## src/rtl/core/rve_pkg.sv

```systemverilog
// ============================================================================
// rve_pkg: shared types and constants of the register machine execute block
// Opcodes, sequencer states, widths and program counter helpers.
// ============================================================================
package rve_pkg;

    localparam int NUM_REGS  = 256;
    localparam int PC_BITS   = 16;
    localparam int IDX_W     = (NUM_REGS > 1) ? $clog2(NUM_REGS) : 1;
    localparam int DATA_W    = 32;
    localparam int OPND_W    = 16;
    localparam int FUNC_W    = 4;
    localparam int NPC_W     = 16;
    localparam int DIV_CNT_W = $clog2(DATA_W);

    typedef enum logic [FUNC_W-1:0] {
        F_SET    = 4'd0,
        F_COPY   = 4'd1,
        F_ADD    = 4'd2,
        F_SUB    = 4'd3,
        F_MUL    = 4'd4,
        F_DIV    = 4'd5,
        F_MAX    = 4'd6,
        F_MIN    = 4'd7,
        F_AND    = 4'd8,
        F_OR     = 4'd9,
        F_NOT    = 4'd10,
        F_GT     = 4'd11,
        F_LT     = 4'd12,
        F_EQ     = 4'd13,
        F_BRANCH = 4'd14,
        F_JUMP   = 4'd15
    } t_func;

    typedef enum logic [2:0] {
        ST_IDLE,
        ST_RD_A,
        ST_RD_B,
        ST_EXEC,
        ST_DIVIDE,
        ST_FIN
    } t_state;

    // Mask an operand to the counter width, zero extending if the counter is wider.
    function automatic logic [PC_BITS-1:0] pc_from_opnd(input logic [OPND_W-1:0] v);
        logic [PC_BITS-1:0] r;
        for (int i = 0; i < PC_BITS; i++) begin
            r[i] = (i < OPND_W) ? v[i % OPND_W] : 1'b0;
        end
        return r;
    endfunction

    // Low bits of the counter as seen on the result port.
    function automatic logic [NPC_W-1:0] pc_to_out(input logic [PC_BITS-1:0] v);
        logic [NPC_W-1:0] r;
        for (int i = 0; i < NPC_W; i++) begin
            r[i] = (i < PC_BITS) ? v[i % PC_BITS] : 1'b0;
        end
        return r;
    endfunction

endpackage

```

## src/rtl/core/rve_div.sv

```systemverilog
// ============================================================================
// rve_div: iterative signed divider
// Restoring division on magnitudes, one quotient bit per cycle, sign fixed up.
// ============================================================================
module rve_div
    import rve_pkg::*;
(
    input  logic              i_clk,
    input  logic              i_rst_n,
    input  logic              i_start,
    input  logic [DATA_W-1:0] i_dividend,
    input  logic [DATA_W-1:0] i_divisor,
    output logic              o_done,
    output logic [DATA_W-1:0] o_quotient
);

    logic                 r_busy;
    logic                 r_done;
    logic [DIV_CNT_W-1:0] r_cnt;
    logic [DATA_W-1:0]    r_rem;
    logic [DATA_W-1:0]    r_dvd;
    logic [DATA_W-1:0]    r_mb;
    logic                 r_neg;

    logic [DATA_W:0]      w_trial;
    logic [DATA_W:0]      w_diff;
    logic                 w_qbit;

    assign w_trial = {r_rem, r_dvd[DATA_W-1]};
    assign w_diff  = w_trial - {1'b0, r_mb};
    assign w_qbit  = !w_diff[DATA_W];

    always_ff @(posedge i_clk) begin
        if (!i_rst_n) begin
            r_busy <= 1'b0;
            r_done <= 1'b0;
            r_cnt  <= '0;
        end else begin
            r_done <= r_busy && (r_cnt == DIV_CNT_W'(DATA_W - 1));
            if (i_start) begin
                r_busy <= 1'b1;
                r_cnt  <= '0;
            end else if (r_busy) begin
                r_cnt <= r_cnt + DIV_CNT_W'(1);
                if (r_cnt == DIV_CNT_W'(DATA_W - 1)) begin
                    r_busy <= 1'b0;
                end
            end
        end
    end

    always_ff @(posedge i_clk) begin
        if (i_start) begin
            r_rem <= '0;
            r_dvd <= i_dividend[DATA_W-1] ? (~i_dividend + DATA_W'(1)) : i_dividend;
            r_mb  <= i_divisor[DATA_W-1] ? (~i_divisor + DATA_W'(1)) : i_divisor;
            r_neg <= i_dividend[DATA_W-1] ^ i_divisor[DATA_W-1];
        end else if (r_busy) begin
            // shift dividend out, quotient bit in
            r_rem <= w_qbit ? w_diff[DATA_W-1:0] : w_trial[DATA_W-1:0];
            r_dvd <= {r_dvd[DATA_W-2:0], w_qbit};
        end
    end

    assign o_done     = r_done;
    assign o_quotient = r_neg ? (~r_dvd + DATA_W'(1)) : r_dvd;

endmodule

```

## config.mk

```make
export PLATFORM = sky130hd
export DESIGN_NAME = rve_div
export DESIGN_NICKNAME = d
export VERILOG_FILES = /design/src/rtl/core/rve_pkg.sv /design/src/rtl/core/rve_div.sv
export SDC_FILE = /design/constraint.sdc
export NUM_CORES = 1
export LEC_CHECK = 0
export ABC_CLOCK_PERIOD_IN_PS = 5400
export BUFFER_PORTS_ARGS = -buffer_cell sky130_fd_sc_hd__buf_2
export CORE_MARGIN = 2
export CORE_UTILIZATION = 55
export DETAILED_ROUTE_END_ITERATION = 16
export GPL_ROUTABILITY_DRIVEN = 0
export PLACE_DENSITY = 0.77
export SLEW_MARGIN = 15
export SYNTH_ARGS = -nofsm -noshare
export SYNTH_HDL_FRONTEND = slang
export SYNTH_SLANG_ARGS = --single-unit
```

## constraint.sdc

```tcl
create_clock -name i_clk -period 5.4 [get_ports i_clk]
set_clock_uncertainty 0.1 [all_clocks]
set_input_delay 1.35 -clock i_clk [delete_from_list [all_inputs] [get_ports i_clk]]
set_output_delay 1.35 -clock i_clk [all_outputs]
set_load 0.005 [all_outputs]
```

==> results.sh <==
export IMPL_yosysSeqAreaShare_pct=35.5
export IMPL_max_cap_violations=0
export IMPL_leakagePower_nw=3.45
export IMPL_hp_class="flip-flop to flip-flop"
export IMPL_crit_chain="or4_1 -> or3_1 -> or3_1 -> or4_1 -> or3_1 -> o31ai_1 -> xnor2_1 -> buf_2"
export IMPL_regToRegSetupSlack_ns=1.75
export IMPL_cts_sinks=104
export IMPL_hpwl_mm=12.5
export IMPL_firstDrtPassIters=5
export IMPL_synth_seq_cells=104
export IMPL_synth_top_area_share_pct=25.4
export IMPL_drtIter0Drc=560
export IMPL_start_util_pct=55.9
export IMPL_grtUsageTotal_pct=23.0
export IMPL_post_synth_top_count_cell="nand2_1"
export IMPL_yosysTopAreaCell="edfxtp_1"
export IMPL_finalNetCount=1081
export IMPL_syn_avg_cell_area_um2=8.58
export IMPL_clkTransAtPathRegs_ns=0.07
export IMPL_syn_inst=897
export IMPL_timing_setup_tns_ns=0
export IMPL_synth_ff_type="edfxtp_1"
export IMPL_max_freq_mhz=195
export IMPL_async_flop_share_pct=0
export IMPL_htreeDepth=3
export IMPL_dp_cells=1145
export IMPL_worst_path_max_delay_cell="or4_1"
export IMPL_antenna_cells=0
export IMPL_cp_max_fo=6
export IMPL_min_period_over_period_pct=94.9
export IMPL_ys_top_cells_by_area="edfxtp_1, dfxtp_1, xnor2_1"
export IMPL_core_um2=13800
export IMPL_syn_area_um2=7690
export IMPL_routed_wl_mm=16.9
export IMPL_path_class="flip-flop to output port"
export IMPL_hold_viol=0
export IMPL_timing_hold_ws_ns=0.390
export IMPL_cts_tree="done"
export IMPL_area_delta_synth_final_pct=12.4
export IMPL_synth_common_cells="nand2_1, nor2_1, xnor2_1, a21oi_1, edfxtp_1"
export IMPL_pwr_density_cell_nw_per_um2=280
export IMPL_final_instance_count_excl_fill=1161
export IMPL_cts_hold_buf=0
export IMPL_synthDistinctLibCells=57
export IMPL_vias=6709
export IMPL_final_max_slew_viol_count=0
export IMPL_rows=43
export IMPL_dp_worst_setup_slack_ns=0.606
export IMPL_cts_root_buf="clkbuf_16"
export IMPL_grt_pass1_wl_mm=28.1
export IMPL_cts_setup_buffers=0
export IMPL_die_width_um=122
export IMPL_grt_max_degree=58
export IMPL_rsz0062_at_grt="no"
export IMPL_finalCoreUtilization_pct=62.8
export IMPL_die_h_um=122
export IMPL_clk_latency_ns=0.34
export IMPL_layout_min_cycle_time_ns=5.13
export IMPL_slew_headroom_pct=43.4
export IMPL_cp_slowest_stage_delay_ns=0.60
export IMPL_crit_required_ns=3.95
export IMPL_setup_slack_ns=0.274
export IMPL_port_buffers=99
export IMPL_worst_slew_pin_slew_ns=0.849
export IMPL_cts_inserted_buffers=9
export IMPL_drc_errors=0
export IMPL_syn_num_nets=1002
export IMPL_die_area_um2=15000
export IMPL_max_clock_path_buffers=2
export IMPL_grt_pass1_vias=6045
export IMPL_stdcell_area_um2=8650
export IMPL_path_common_cell="or3_1"
export IMPL_wire_per_inst_um=14.5
export IMPL_crit_path_end_kind="output port"
export IMPL_power_mw=2.42
export IMPL_antenna_found_initial=0
export IMPL_yosysWarnings=0
export IMPL_placed_area_um2=8340
export IMPL_peakVddDrop_uv=168
export IMPL_worstPathArrival_ns=3.68
export IMPL_worstSetupStartpointType="flip-flop"
export IMPL_setup_violations=0
export IMPL_viasPerCell=5.78
export IMPL_ctsResizeCount=0
export IMPL_status="completed"
export IMPL_layout_drive_gt1_share_pct=13.8
export IMPL_grt_overflow_total=0
export IMPL_final_antenna_net_count=0
export IMPL_synth_edf_count=65
export IMPL_pin_count=100
worst max-delay path, delay by kind of cell, from the launching register on:
family          cells  cell delay, ns
compound gates      1            0.35
xor+xnor            1            0.17
buf+inv             1            0.14
flops               1            0.43
simple gates        5            2.24
where the power goes:
part	leakage, nW	switching (mW)	internal, mW
registers	0.958	0.0727	0.938
logic	2.35	0.417	0.322
clock network	0.148	0.287	0.388
cell usage in the layout (no fill, tap or decap), types with 6 or more instances in the layout:
cell type  count
buf_2         98
nand4_1        7
or4_1         12
dfxtp_1       38
clkbuf_16     10
nand2_1       90
ha_1          37
xnor2_1       74
nor3_1        10
edfxtp_1      65
mux2i_1        8
nand3_1       19
a21oi_1       72
xor2_1        35
inv_1         52
a21o_1         8
or3_1         23
o211ai_1       9
and3_1         6
a311oi_1      21
o41ai_1       11
nor2_1        89
buf_4          7
a211oi_1       9
nand2b_1      15
o31ai_1       28
o21ai_0       51
state kept, by name, indices dropped and copies added (netlist names):
signal  cells
o_done      1
r_busy      1
r_cnt       5
r_dvd      32
r_mb       32
r_neg       1
r_rem      32
final timing paths:
kind | from | to | depth (start not counted)
hold / removal | r_rem[1] | r_rem[1] | 2
hold reg to reg | r_rem[1] | r_rem[1] | 2
setup reg to reg | r_dvd[31] | r_rem[18] | 13
setup / recovery | r_dvd[10] | o_quotient[31] | 8
cell type report:
type,count,area [um^2]
clock buffers,12,258
clock inverters,4,51.3
fillers,1219,5130
inverters,52,195
multi-input cells,704,4640
flip-flops and latches,104,2730
well taps,180,225
repair buffers,105,543
per-layer routing:
layer  up-vias  GRT usage, %  routed length (um)  part of all wire [%]
met5         -             0                   0                     0
met2       221          36.9                7540                    45
met4         0          5.17                 166                  0.98
met1      3048          33.3                8140                    48
li1       3423             -                   -                     -
met3        17          3.07                1030                   6.1
cells by family (layout without fill, tap and decap cells):
| kind of cell | after synthesis | in the layout | synth area share (%) |
|---|---|---|---|
| mux | 9 | 9 | 1.19 |
| buf+inv | 89 | 173 | 4.39 |
| fa+ha+maj | 38 | 38 | 6.28 |
| compound gates | 240 | 240 | 20.4 |
| simple gates | 306 | 306 | 19.6 |
| xor+xnor | 111 | 111 | 12.6 |
| flops | 104 | 104 | 35.5 |
(Power assumes the default switching activity.)
